<file path="src/hw/rtl/bpr_pkg.sv">
// shared types and constants for the binomial pyramid reduce block
package bpr_pkg;

  localparam int LINE_DEPTH_DEFAULT = 4096;
  localparam int REG_W              = 13;
  localparam int PIX_W              = 8;
  localparam int SUM_W              = 10;
  localparam int ROW_W              = 12;
  localparam int HEIGHT_LIMIT       = 4096;
  localparam int CFG_INDEX_W        = 1;

  localparam logic [REG_W-1:0] WIDTH_RESET  = REG_W'(640);
  localparam logic [REG_W-1:0] HEIGHT_RESET = REG_W'(480);
  localparam logic [SUM_W-1:0] SUM_MAX      = {SUM_W{1'b1}};

  localparam int QUEUE_DEPTH = 4;
  localparam int QPTR_W      = $clog2(QUEUE_DEPTH);
  localparam int QCNT_W      = $clog2(QUEUE_DEPTH + 1);

  typedef enum logic [CFG_INDEX_W-1:0] {
    REG_IMAGE_WIDTH  = 1'b0,
    REG_IMAGE_HEIGHT = 1'b1
  } cfg_reg_t;

  // what a pixel does to its line buffer entry
  typedef enum logic [1:0] {
    ROW_PAD,
    ROW_CLOSE,
    ROW_ADD
  } row_op_t;

  // what a finished vertical sum does in the horizontal filter
  typedef enum logic [1:0] {
    COL_PAD,
    COL_LEFT,
    COL_CENTRE,
    COL_EMIT
  } col_op_t;

  typedef struct packed {
    logic [SUM_W-1:0] vsum;
    col_op_t          col_op;
    logic             last;
  } queue_entry_t;

endpackage

</file>
<file path="src/hw/rtl/bpr_back.sv">
// back part: horizontal [1 2 1] filter, rounding and output register
module bpr_back (
  input  logic                        clk,
  input  logic                        rst,
  input  logic                        q_valid,
  input  bpr_pkg::queue_entry_t       q_head,
  output logic                        q_pop,
  output logic                        empty,
  input  logic                        pop,
  output logic [bpr_pkg::PIX_W-1:0]   pixel_out,
  output logic                        frame_last
);

  localparam int SW = bpr_pkg::SUM_W;
  localparam int PW = bpr_pkg::PIX_W;

  logic [SW-1:0]   left_vertical_sum;
  logic [SW-1:0]   centre_vertical_sum;
  logic            out_valid;
  logic            is_emit;
  logic [SW+1:0]   total;
  logic [PW-1:0]   quot;
  logic [3:0]      rem;
  logic            round_up;
  logic [PW:0]     rounded;
  logic [PW-1:0]   pix;

  assign is_emit = (q_head.col_op == bpr_pkg::COL_EMIT);
  assign q_pop   = q_valid && (!is_emit || !out_valid || pop);
  assign empty   = !out_valid;

  assign total = {2'b00, left_vertical_sum} + {1'b0, centre_vertical_sum, 1'b0}
               + {2'b00, q_head.vsum};
  assign quot  = total[SW+1:4];
  assign rem   = total[3:0];
  // round to nearest, ties to even
  assign round_up = (rem > 4'd8) || ((rem == 4'd8) && quot[0]);
  assign rounded  = {1'b0, quot} + (PW + 1)'(round_up);
  assign pix      = rounded[PW] ? {PW{1'b1}} : rounded[PW-1:0];

  always_ff @(posedge clk) begin
    if (rst) begin
      left_vertical_sum   <= '0;
      centre_vertical_sum <= '0;
    end else if (q_pop) begin
      unique case (q_head.col_op)
        bpr_pkg::COL_PAD: begin
          left_vertical_sum   <= q_head.vsum;
          centre_vertical_sum <= q_head.vsum;
        end
        bpr_pkg::COL_LEFT:   left_vertical_sum   <= q_head.vsum;
        bpr_pkg::COL_EMIT:   left_vertical_sum   <= q_head.vsum;
        bpr_pkg::COL_CENTRE: centre_vertical_sum <= q_head.vsum;
        default: ;
      endcase
    end
  end

  always_ff @(posedge clk) begin
    if (rst) begin
      out_valid <= 1'b0;
    end else if (q_pop && is_emit) begin
      out_valid <= 1'b1;
    end else if (pop) begin
      out_valid <= 1'b0;
    end
  end

  always_ff @(posedge clk) begin
    if (q_pop && is_emit) begin
      pixel_out  <= pix;
      frame_last <= q_head.last;
    end
  end

  a_no_clobber: assert property (@(posedge clk) disable iff (rst)
    (q_pop && is_emit && out_valid) |-> pop)
    else $error("output register overwritten before it was taken");

endmodule
</file>
<file path="config.mk">
export PLATFORM = sky130hd
export DESIGN_NAME = bpr_back
export DESIGN_NICKNAME = d
export VERILOG_FILES = /design/src/hw/rtl/bpr_pkg.sv /design/src/hw/rtl/bpr_back.sv
export SDC_FILE = /design/constraint.sdc
export NUM_CORES = 1
export LEC_CHECK = 0
export BUFFER_PORTS_ARGS = -buffer_cell sky130_fd_sc_hd__buf_4
export CORE_MARGIN = 1.5
export CORE_UTILIZATION = 46
export DETAILED_ROUTE_END_ITERATION = 12
export GPL_TIMING_DRIVEN = 0
export PLACE_DENSITY = 0.68
export SYNTH_ARGS = -nofsm -noshare
export SYNTH_HDL_FRONTEND = slang
export SYNTH_SLANG_ARGS = --single-unit
</file>
<file path="constraint.sdc">
create_clock -name clk -period 7.79 [get_ports clk]
set_input_delay 1.558 -clock clk [delete_from_list [all_inputs] [get_ports clk]]
set_output_delay 1.558 -clock clk [all_outputs]
set_load 0.01 [all_outputs]
</file>
==> impl_metrics.env <==
export IMPL_final_util=0.5776
export IMPL_tns_ns=0
export IMPL_gr_total_overflow=0
export IMPL_io_buffers=27
export IMPL_layout_worst_path_cycle_share=0.6298
export IMPL_route_detailed_drc=0
export IMPL_vias=1506
export IMPL_clk_transition_reported_paths_ns=0.06
export IMPL_placedCellCount=284
export IMPL_rows=23
export IMPL_worstPathArrival_ns=5.03
export IMPL_fmax_mhz=203.8
export IMPL_syn_inst=207
export IMPL_rsz0062_at_grt="no"
export IMPL_crit_family="adder cells"
export IMPL_crit_path_end_kind="flip-flop"
export IMPL_routed_via_density=5.175
export IMPL_critPathRequiredTime_ns=7.92
export IMPL_first_iter_violations=81
export IMPL_antenna_found_initial=0
export IMPL_core_um2=4058
export IMPL_antenna_cells=0
export IMPL_max_vdd_ir_drop_v=0.0001177
export IMPL_syn2layout_area_growth_pct=18.92
export IMPL_cts_resized=0
export IMPL_synth_edff_count=9
export IMPL_cts_buffers_inserted=5
export IMPL_slowest_delay_ns=0.53
export IMPL_ant_nets=0
export IMPL_tritoncts="built"
export IMPL_stdcell_count=291
export IMPL_status="finished clean"
export IMPL_fp_dieH_um=68.45
export IMPL_worst_setup_path_start_kind="primary input"
export IMPL_ys_seq_elements=30
export IMPL_cts_hold_buffers=0
export IMPL_syn_avg_cell_area_um2=9.520
export IMPL_die_area_um2=4685
export IMPL_crit_buf_inv=3
export IMPL_final_common_cell="nand2_1"
export IMPL_final_cell_mix="29 x nand2_1, 28 x buf_4, 21 x dfxtp_1, 20 x a21oi_1, 18 x nor2_1"
export IMPL_setup_violations=0
export IMPL_grt_max_degree=11
export IMPL_fin_crit_ns=4.906
export IMPL_drive_above_1_share=0.1909
export IMPL_grt_pass1_vias=1426
export IMPL_postCtsSetupRepairBufs=0
export IMPL_hp_class="flip-flop to flip-flop"
export IMPL_synth_fp_nets=246
export IMPL_cpMaxStageDelayCell="fa_1"
export IMPL_dr_pass1_iters=4
export IMPL_drt_total_wl_mm=3.513
export IMPL_final_nets=280
export IMPL_cap_violations=0
export IMPL_grt_pass1_wl_mm=6.320
export IMPL_ioPinCount=28
export IMPL_worst_pin_slew_ns=0.6318
export IMPL_clock_latency_ns=0.28
export IMPL_drv_slew=0
export IMPL_place_hpwl_mm=2.773
export IMPL_die_w_um=68.45
export IMPL_power_leakage_nw=1.044
export IMPL_finClkSkew_ns=0.006133
export IMPL_clock_path_buffers=2
export IMPL_regArea_um2=690.7
export IMPL_p_per_area_nw_per_um2=200.1
export IMPL_gp_congestion=0.8004
export IMPL_hold_violations=0
export IMPL_ys_async_sr_fraction=0
export IMPL_htreeDepth=2
export IMPL_ys_flop_type="dfxtp_1"
export IMPL_multi_input_area_um2=1196
export IMPL_wire_per_inst_um=12.07
export IMPL_yosys_warnings=0
export IMPL_initial_utilization=0.4857
export IMPL_clock_sinks=30
export IMPL_worstSetupPathType="primary input to flip-flop"
export IMPL_synth_area_um2=1971
export IMPL_grt_use_total=0.1845
export IMPL_root_buffer="clkbuf_8"
export IMPL_worstPathMaxFanout=6
export IMPL_synth_seq_area_share=0.3505
export IMPL_synth_cell_types=40
export IMPL_slew_headroom=0.5743
export IMPL_num_fill_cells=356
export IMPL_crit_chain="buf_4, inv_1, fa_1, inv_1, ha_1, fa_1, a211oi_2, nor2_1, xor2_1, ha_1, or2b_1, mux2i_1, nor4b_4, nand4_2, o21ai_0"
==> tightest hold or removal path, stage by stage, from the launching register on <==
cell     delay, ns
dfxtp_1       0.31
nand2_1       0.06
a21oi_1       0.05
==> cells by family (layout without fill, tap and decap cells) <==
logic type / Yosys count / count (layout) / synth area share
AO/OA/AOI/OAI: 42 / 42 / 0.1498
AND/OR/NAND/NOR: 70 / 70 / 0.1746
XOR/XNOR: 11 / 11 / 0.04889
multiplexers: 11 / 11 / 0.05588
buffers and inverters: 21 / 55 / 0.04254
adder cells (fa/ha/maj): 22 / 22 / 0.1778
flip-flops: 30 / 30 / 0.3505
==> final timing paths <==
check,start,to,slack (ns),cells after the start
worst max register to register,left_vertical_sum[1],pixel_out[2],3.96,14
worst min-delay path,centre_vertical_sum[1],centre_vertical_sum[1],0.46,2
worst max-delay path,q_head[4],pixel_out[2],2.88,15
worst min register to register,centre_vertical_sum[1],centre_vertical_sum[1],0.46,2
==> stage by stage <==
stage          instance area [µm²]  power (mW)  setup WS, ns  hold slack (ns)
5_1_grt                       2344      0.5040         2.573           0.4890
3_5_place_dp                  2236      0.3272         2.650           0.4554
3_3_place_gp                  2236      0.3263         2.625           0.4510
6_report                      2344      0.4689         2.884           0.4608
2_1_floorplan                 1971      0.2934         3.043           0.4303
4_1_cts                       2344      0.4745         2.870           0.4645
==> cells in the mapped netlist, drive strengths merged (3+ instances only) <==
library cell,count,area [µm²]
nand3,5,25.02
a31oi,3,25.02
a21o,3,23.77
xnor2,7,61.31
clkbuf,5,18.77
xor2,4,35.03
nand2,29,108.9
nor3,3,15.01
inv,14,52.55
o21ai,6,30.03
fa,10,200.2
mux2i,11,110.1
dfxtp,21,420.4
a21oi,20,100.1
edfxtp,9,270.3
nor2,18,67.56
nand2b,5,31.28
ha,12,150.1
==> sequential cells by signal, indices dropped and copies added (netlist names) <==
| register | flops |
|---|---|
| centre_vertical_sum | 10 |
| frame_last | 1 |
| left_vertical_sum | 10 |
| out_valid | 1 |
| pixel_out | 8 |
==> layer usage <==
metal | track usage | share of wire | vias up
met2 | 0.2993 | 0.47 | 17
met5 | 0 | 0 | -
met4 | 0.06750 | 0.018 | 0
met1 | 0.2378 | 0.48 | 699
met3 | 0.04441 | 0.028 | 7
li1 | - | - | 783
==> layout make-up <==
class                           instances  area share
Buffer                                  7     0.01335
Clock buffer                            7     0.04592
Inverter                               14     0.02242
Multi-Input combinational cell        156      0.5104
Sequential cell                        30      0.2947
Tap cell                               50     0.02670
Timing Repair Buffer                   27     0.08649
==> power breakdown <==
part	switching [mW]	total, mW	internal, mW
Combinational	0.0822	0.145	0.0630
Clock	0.0559	0.145	0.0892
Sequential	0.00428	0.179	0.174
Total	0.142	0.469	0.326
Note: power is estimated with default switching activity, not from simulation.
