**src/hw/rtl/bpr_pkg.sv**
```systemverilog
// shared types and constants for the binomial pyramid reduce block
package bpr_pkg;

  localparam int LINE_DEPTH_DEFAULT = 4096;
  localparam int REG_W              = 13;
  localparam int PIX_W              = 8;
  localparam int SUM_W              = 10;
  localparam int ROW_W              = 12;
  localparam int HEIGHT_LIMIT       = 4096;
  localparam int CFG_INDEX_W        = 1;

  localparam logic [REG_W-1:0] WIDTH_RESET  = REG_W'(640);
  localparam logic [REG_W-1:0] HEIGHT_RESET = REG_W'(480);
  localparam logic [SUM_W-1:0] SUM_MAX      = {SUM_W{1'b1}};

  localparam int QUEUE_DEPTH = 4;
  localparam int QPTR_W      = $clog2(QUEUE_DEPTH);
  localparam int QCNT_W      = $clog2(QUEUE_DEPTH + 1);

  typedef enum logic [CFG_INDEX_W-1:0] {
    REG_IMAGE_WIDTH  = 1'b0,
    REG_IMAGE_HEIGHT = 1'b1
  } cfg_reg_t;

  // what a pixel does to its line buffer entry
  typedef enum logic [1:0] {
    ROW_PAD,
    ROW_CLOSE,
    ROW_ADD
  } row_op_t;

  // what a finished vertical sum does in the horizontal filter
  typedef enum logic [1:0] {
    COL_PAD,
    COL_LEFT,
    COL_CENTRE,
    COL_EMIT
  } col_op_t;

  typedef struct packed {
    logic [SUM_W-1:0] vsum;
    col_op_t          col_op;
    logic             last;
  } queue_entry_t;

endpackage

```
**src/hw/rtl/bpr_queue.sv**
```systemverilog
// short queue of vertical sums between the front and back parts
module bpr_queue (
  input  logic                         clk,
  input  logic                         rst,
  input  logic                         wr_en,
  input  bpr_pkg::queue_entry_t        wr_entry,
  input  logic                         rd_en,
  output logic                         rd_valid,
  output bpr_pkg::queue_entry_t        rd_entry,
  output logic [bpr_pkg::QCNT_W-1:0]   count
);

  bpr_pkg::queue_entry_t slots [bpr_pkg::QUEUE_DEPTH];
  logic [bpr_pkg::QPTR_W-1:0] wr_ptr;
  logic [bpr_pkg::QPTR_W-1:0] rd_ptr;

  assign rd_valid = (count != '0);
  assign rd_entry = slots[rd_ptr];

  always_ff @(posedge clk) begin
    if (wr_en) begin
      slots[wr_ptr] <= wr_entry;
    end
  end

  always_ff @(posedge clk) begin
    if (rst) begin
      wr_ptr <= '0;
      rd_ptr <= '0;
      count  <= '0;
    end else begin
      if (wr_en) begin
        wr_ptr <= wr_ptr + 1'b1;
      end
      if (rd_en && rd_valid) begin
        rd_ptr <= rd_ptr + 1'b1;
      end
      case ({wr_en, rd_en && rd_valid})
        2'b10:   count <= count + 1'b1;
        2'b01:   count <= count - 1'b1;
        default: count <= count;
      endcase
    end
  end

  a_no_overflow: assert property (@(posedge clk) disable iff (rst)
    wr_en |-> (count < bpr_pkg::QCNT_W'(bpr_pkg::QUEUE_DEPTH)))
    else $error("queue written while full");

  a_count_bound: assert property (@(posedge clk) disable iff (rst)
    count <= bpr_pkg::QCNT_W'(bpr_pkg::QUEUE_DEPTH))
    else $error("queue count out of range");

endmodule

```
**config.mk**
```make
export PLATFORM = sky130hd
export DESIGN_NAME = bpr_queue
export DESIGN_NICKNAME = d
export VERILOG_FILES = /design/src/hw/rtl/bpr_pkg.sv /design/src/hw/rtl/bpr_queue.sv
export SDC_FILE = /design/constraint.sdc
export NUM_CORES = 1
export LEC_CHECK = 0
export ABC_AREA = 1
export BUFFER_PORTS_ARGS = -buffer_cell sky130_fd_sc_hd__buf_2
export CAP_MARGIN = 20
export CORE_UTILIZATION = 55
export DETAILED_ROUTE_END_ITERATION = 6
export PLACE_DENSITY_LB_ADDON = 0.1
export REMOVE_ABC_BUFFERS = 1
export SLEW_MARGIN = 5
export SYNTH_ARGS = -nofsm -noshare
export SYNTH_HDL_FRONTEND = slang
export SYNTH_SLANG_ARGS = --single-unit
```
**constraint.sdc**
```tcl
create_clock -name clk -period 1.85 [get_ports clk]
set_input_delay 0.2775 -clock clk [delete_from_list [all_inputs] [get_ports clk]]
set_output_delay 0.2775 -clock clk [all_outputs]
set_load 0.02 [all_outputs]
```
==> run metrics, run 1 <==
outcome finished clean; Post-Syn Instances 188; fin crit period 1.73 ns; Fin Setup TNS 0 ns; Vias 1537; CTS Buffer Depth 2; DRT Pass-1 Iters 4; root buffer cell clkbuf_8; Hold WS 0.167 ns; Worst-path clk slew 0.06 ns; post-synthesis cell type count 24; CP Class flip-flop to output port; fin. max-slew vios 0; clock skew 0.00439 ns; critical path's slowest cell dfxtp_1; Avg Cell Area, Syn 13.0 um2; Post-Route WL 4330 um; Port Buffers 33; RSZ-0062 raised after global routing no; Lkg Pwr 1.11 nW; sequential share of the synthesized area 0.713; clock sinks 61; layout filler cell count 295; R2R depth 12; Worst Max-Slew Pin Slew 0.247 ns; crit-path max FO 27; Post-synth top cells edfxtp_1, nor2_1, o21ai_0, inv_1, o22ai_1; ys async rst share 0; pre-CTS WS 0.0980 ns; Setup Viol. Count Final 0; final setup margin 0.125 ns; I/O pins 34; ys flop type edfxtp_1; RePlAce Congestion 0.688; number of flops mapped to enable cells by yosys 52; Worst setup SP type flip-flop; area grow syn2layout 15.6%; global-route wire length before repair 6630 um; vias in the first global route 1514; synthesized flop and latch total 61; hold depth 1; Post-DP HPWL 2790 um; CTS buffer count 9; crit path DAT 1.45 ns; Hold WC Path Type input pin to flip-flop; GRT overflow 0; Hold Vio Cnt, Final 0; Die Y 68.6 um; top-area cell type share of the netlist area 0.640; maxcap violations 0; Die Width 68.6 um; WL/cell 15.1 um; Die Area 0.00471 mm2; initial DRC count 109; fin nets 254; DRC Markers 0; Mapped Area 0.00244 mm2; share of layout cells above drive strength 1 0.280; # diodes 0; CP Depth 5; maximum vdd drop 0.000688 V; Power Density 1210 mW/mm2; Crit path max-delay family buffers and inverters; Final period util 0.933; htree depth 3; Buf+Inv Stages, Crit Path 3; vias per inst 5.37; area leader, netlist edfxtp_1; Initial Util 0.589; largest net degree at the start of global routing 28; Data required, critical path 1.57 ns; Setup crit end kind output port; remaining antenna violation count 0; CTS tree yes; Synth area leaders edfxtp_1, dfxtp_1, o21ai_0, nor2_1, o22ai_1; FP Rows 23; CP cell instances buf_8 > inv_8 > o21ai_0 > o22ai_1 > buf_2; number of antenna violations at the first check in global routing 0; overall global routing resource usage 0.217; Fmax 580 MHz; core area 0.00414 mm2; later-pin clock latency in the skew report 0.32 ns; synth warn 0; largest stage delay on the critical path 0.34 ns; slew margin rel. 0.835; cell with the most instances after synthesis edfxtp_1
what timing repair did:
action | CTS | global route
setup endpoints to repair | 1 | 4
setup buffers | 0 | 0
pin swaps | 0 | 0
resized for setup | 1 | 10
hold buffers | 0 | 0
worst paths after layout:
check	from	to	slack, ns
setup reg to reg	count[2]	count[2]	0.17
setup / recovery	flip-flop	rd_entry[8]	0.12
hold / removal	wr_entry[3]	slots[3][3]	0.17
hold reg to reg	rd_ptr[0]	flip-flop	0.51
area by class of cell:
class / instances / area (um2) / share of cell area
Clock buffer: 14 / 153 / 0.0541
Clock inverter: 2 / 10.0 / 0.00355
Sequential cell: 61 / 1750 / 0.619
Inverter: 18 / 75.1 / 0.0266
Timing Repair Buffer: 39 / 218 / 0.0771
Multi-Input combinational cell: 102 / 558 / 0.198
Tap cell: 50 / 62.6 / 0.0222
state kept, by name, summed over array words and instances (netlist names), named ones only:
signal / cells
rd_ptr: 2
wr_ptr: 2
count: 3
slots: 52
logic make-up (layout without fill, tap and decap cells):
group	count (synthesis)	count (layout)	share of synthesized area
buf+inv	25	73	0.0630
fa+ha+maj	6	6	0.0338
simple gates	47	47	0.0810
flops	61	61	0.713
compound gates	49	49	0.109
placed cells by master, fill, tap and decap left out:
cell | netlist | routed
edfxtp_1 | 52 | 52
buf_2 | 2 | 33
nor2_1 | 27 | 27
o21ai_0 | 23 | 23
inv_1 | 16 | 14
o22ai_1 | 13 | 13
nand2_1 | 12 | 11
clkbuf_8 | 0 | 10
o21ai_1 | 6 | 6
a21oi_1 | 6 | 6
ha_1 | 5 | 5
dfxtp_1 | 9 | 5
buf_4 | 1 | 5
dfxtp_2 | 0 | 4
clkbuf_1 | 0 | 4
inv_2 | 1 | 3
nor2_2 | 3 | 3
nand3_1 | 2 | 2
clkinv_2 | 0 | 2
nand3_4 | 0 | 1
and2_1 | 1 | 1
inv_8 | 1 | 1
o21ai_2 | 1 | 1
nand2_2 | 0 | 1
nand4_1 | 1 | 1
fa_2 | 0 | 1
buf_8 | 2 | 1
through the flow:
stage / instances / util / cell area, um2 / power (W)
2_1_floorplan: 181 / - / 2360 / 0.00216
3_3_place_gp: 270 / 0.636 / 2640 / 0.00239
3_5_place_dp: 270 / 0.636 / 2640 / 0.00245
4_1_cts: 286 / 0.676 / 2800 / 0.00341
5_1_grt: 286 / 0.681 / 2820 / 0.00359
6_report: 286 / 0.681 / 2820 / 0.00341
per-layer routing:
layer	vias to the layer above	wire [um]	share of wire	GRT usage
met3	10	152	0.035	0.0658
met1	741	1820	0.42	0.224
met4	0	104	0.024	0.161
li1	755	-	-	-
met2	31	2250	0.52	0.369
met5	-	0	0	0
where the power goes:
part	leakage, nW	switching (W)	internal, W	total (W)
combinational	0.471	0.000550	0.000270	0.000820
clock	0.0844	0.000443	0.000520	0.000962
sequential	0.553	0.0000405	0.00159	0.00163
total	1.11	0.00103	0.00238	0.00341
Note: power is estimated with default switching activity, not from simulation.
==> inputs of run 2 (changes only) <==
--- a/config.mk
+++ b/config.mk
@@ -5,13 +5,13 @@
 export SDC_FILE = /design/constraint.sdc
 export NUM_CORES = 1
 export LEC_CHECK = 0
-export ABC_AREA = 1
 export BUFFER_PORTS_ARGS = -buffer_cell sky130_fd_sc_hd__buf_2
 export CAP_MARGIN = 20
 export CORE_UTILIZATION = 55
 export DETAILED_ROUTE_END_ITERATION = 6
 export PLACE_DENSITY_LB_ADDON = 0.1
 export REMOVE_ABC_BUFFERS = 1
+export SKIP_LAST_GASP = 1
 export SLEW_MARGIN = 5
 export SYNTH_ARGS = -nofsm -noshare
 export SYNTH_HDL_FRONTEND = slang
==> run 2 against run 1 <==
Synthesized area decreased by 4.8%. Hold slack got worse by 0.00091 ns. Setup slack lost 0.064 ns. Final cell count is 24% lower. Critical path type unchanged. Critical endpoint is now rd_entry[7]. Highest routed layer unchanged.
==> run metrics, run 2 <==
met2 Track Usage GR 0.318 (was 0.369); Final period util 0.967 (was 0.933); root buffer cell clkbuf_8 (unchanged); crit path DAT 1.51 ns (was 1.45 ns); Avg Cell Area, Syn 20.4 um2 (was 13.0 um2); layout filler cell count 290 (was 295); GRT overflow 0 (unchanged); Data required, critical path 1.57 ns (about the same); Initial Util 0.577 (was 0.589); RePlAce Congestion 0.777 (was 0.688); Vias 1174 (was 1537); most frequent cells in the layout edfxtp_1, buf_2, mux4_2 (was edfxtp_1, buf_2, nor2_1); share of layout cells above drive strength 1 0.393 (was 0.280); top-area cell type share of the netlist area 0.672 (was 0.640); synthesized flop and latch total 61 (unchanged); Worst Max-Slew Pin Slew 0.690 ns (was 0.247 ns); commonest non-fill, non-tap cell in the layout edfxtp_1 (unchanged); ys async rst share 0 (unchanged); crit-path max FO 5 (was 27); DRT Pass-1 Iters 4 (unchanged); global-route wire length before repair 5710 um (was 6630 um); maxcap violations 0 (unchanged); clock sinks 61 (unchanged); GRT busiest layer met2 (unchanged); CTS tree yes (unchanged); fin crit period 1.79 ns (was 1.73 ns); RSZ-0062 raised after global routing yes (was no); Fmax 559 MHz (was 580 MHz); multi-input logic area 549 um2 (was 558 um2); largest net degree at the start of global routing 14 (was 28); fin nets 187 (was 254); fin. max-slew vios 0 (unchanged); area grow syn2layout 18.9% (was 15.6%); remaining antenna violation count 0 (unchanged); CTS Buffer Depth 2 (unchanged); synth warn 0 (unchanged); vias in the first global route 1219 (was 1514); I/O pins 34 (unchanged); FP Rows 23 (unchanged); slew margin rel. 0.540 (was 0.835); sequential share of the synthesized area 0.749 (was 0.713); biggest regs slots: 52 flops, count: 3 flops (unchanged); overall global routing resource usage 0.192 (was 0.217); Die Y 67.0 um (was 68.6 um); htree depth 3 (unchanged); Die Area 0.00449 mm2 (was 0.00471 mm2); Worst setup SP type flip-flop (unchanged); Setup crit end kind output port (unchanged); area leader, netlist edfxtp_1 (unchanged); CTS buffer count 9 (unchanged); number of flops mapped to enable cells by yosys 52 (unchanged); cell with the most instances after synthesis edfxtp_1 (unchanged); core area 0.00403 mm2 (was 0.00414 mm2); Largest Register slots (unchanged); Worst-path clk slew 0.06 ns (about the same); met1 global-route usage 0.208 (was 0.224); number of antenna violations at the first check in global routing 0 (unchanged); Die Width 67.0 um (was 68.6 um); CP Class flip-flop to output port (unchanged); maximum vdd drop 0.000954 V (was 0.000688 V); later-pin clock latency in the skew report 0.32 ns (about the same); Post-Route WL 3640 um (was 4330 um); vias per inst 5.39 (was 5.37); Post-DP HPWL 2350 um (was 2790 um); WL/cell 16.7 um (was 15.1 um); initial DRC count 89 (was 109); Total Power 0.00350 W (was 0.00341 W); Setup Viol. Count Final 0 (unchanged); post-synthesis cell type count 20 (was 24); Cell Area, Placed 0.00258 mm2 (was 0.00264 mm2); ys flop type edfxtp_1 (unchanged); max reg flops 52 (unchanged); Power Density 1270 mW/mm2 (was 1210 mW/mm2); Hold WC Path Type input pin to flip-flop (unchanged); Synth area leaders edfxtp_1, mux4_2, dfxtp_1, mux4_1, ha_1 (was edfxtp_1, dfxtp_1, o21ai_0, nor2_1, o22ai_1); clock skew 0.00714 ns (was 0.00439 ns); post-route cell area 0.00277 mm2 (was 0.00282 mm2); Post-Syn Instances 114 (was 188); # diodes 0 (unchanged); Post-synth top cells edfxtp_1, mux4_2, dfxtp_1, nor2_1, inv_1 (was edfxtp_1, nor2_1, o21ai_0, inv_1, o22ai_1); register area 0.00174 mm2 (was 0.00175 mm2); Lkg Pwr 1.01 nW (was 1.11 nW); Hold Vio Cnt, Final 0 (unchanged); outcome finished clean (unchanged); M3 GR Usage 0.0582 (was 0.0658); Port Buffers 33 (unchanged); Mapped Area 0.00232 mm2 (was 0.00244 mm2); DRC Markers 0 (unchanged)
[run 2: where the power goes]
| part | total [W] | internal [W] | switching, W |
|---|---|---|---|
| sequential | 0.00165 | 0.00161 | 0.0000439 |
| combinational | 0.000944 | 0.000436 | 0.000509 |
| clock | 0.000911 | 0.000463 | 0.000449 |
[run 2: cell type report]
| class | count | share of cell area |
|---|---|---|
| multi-input cells | 44 | 0.199 |
| inverters | 6 | 0.00814 |
| repair buffers | 42 | 0.0869 |
| flip-flops and latches | 61 | 0.630 |
| clock buffers | 11 | 0.0475 |
| clock inverters | 4 | 0.00588 |
| well taps | 50 | 0.0226 |
[run 2: through the flow]
step                      hold slack, ns  setup TNS [ns]  std cells  utilization  setup WS (ns)
after global placement             0.487               0        201        0.642         0.0749
final                              0.166               0        218        0.686         0.0610
after floorplan                    0.347         -0.0789        111            -        -0.0789
after CTS                          0.152         -0.0310        216        0.680        -0.0141
after global routing               0.163         -0.0293        218        0.686        -0.0220
after detailed placement           0.495         -0.0496        201        0.642        -0.0496
[run 2: logic make-up after synthesis]
| logic type | synth area share |
|---|---|
| flip-flops | 0.749 |
| multiplexers | 0.135 |
| buffers and inverters | 0.0183 |
| adder cells (fa/ha/maj) | 0.0355 |
| AND/OR/NAND/NOR | 0.0291 |
| XOR/XNOR | 0.0188 |
| AO/OA/AOI/OAI | 0.0140 |
[run 2: critical path, stage by stage, from the launching register on]
cell and delay [ns]:
dfxtp_2 0.34, buf_6 0.13, mux4_1 0.54, buf_2 0.17
[run 2: metal layers]
metal  wire (um)  part of all wire
met1        1520              0.42
met2        1910              0.52
met3         159             0.044
met4          58             0.016
met5           0                 0
[run 2: timing repair]
action,4_1_cts,5_1_grt
pin swaps,1,3
buffers inserted,0,2
endpoints found under the setup margin,5,11
endpoints found under the hold margin,0,0
hold buffers,0,0
resized for setup,2,4
[run 2: worst paths after layout]
| check | slack [ns] | cells past startpoint | from | endpoint |
|---|---|---|---|---|
| min reg2reg | 0.52 | 2 | rd_ptr[1] | rd_ptr[1] |
| min | 0.17 | 1 | wr_entry[1] | slots[0][1] |
| max | 0.06 | 3 | flip-flop | rd_entry[7] |
| max reg2reg | 0.06 | 7 | count[0] | count[2] |
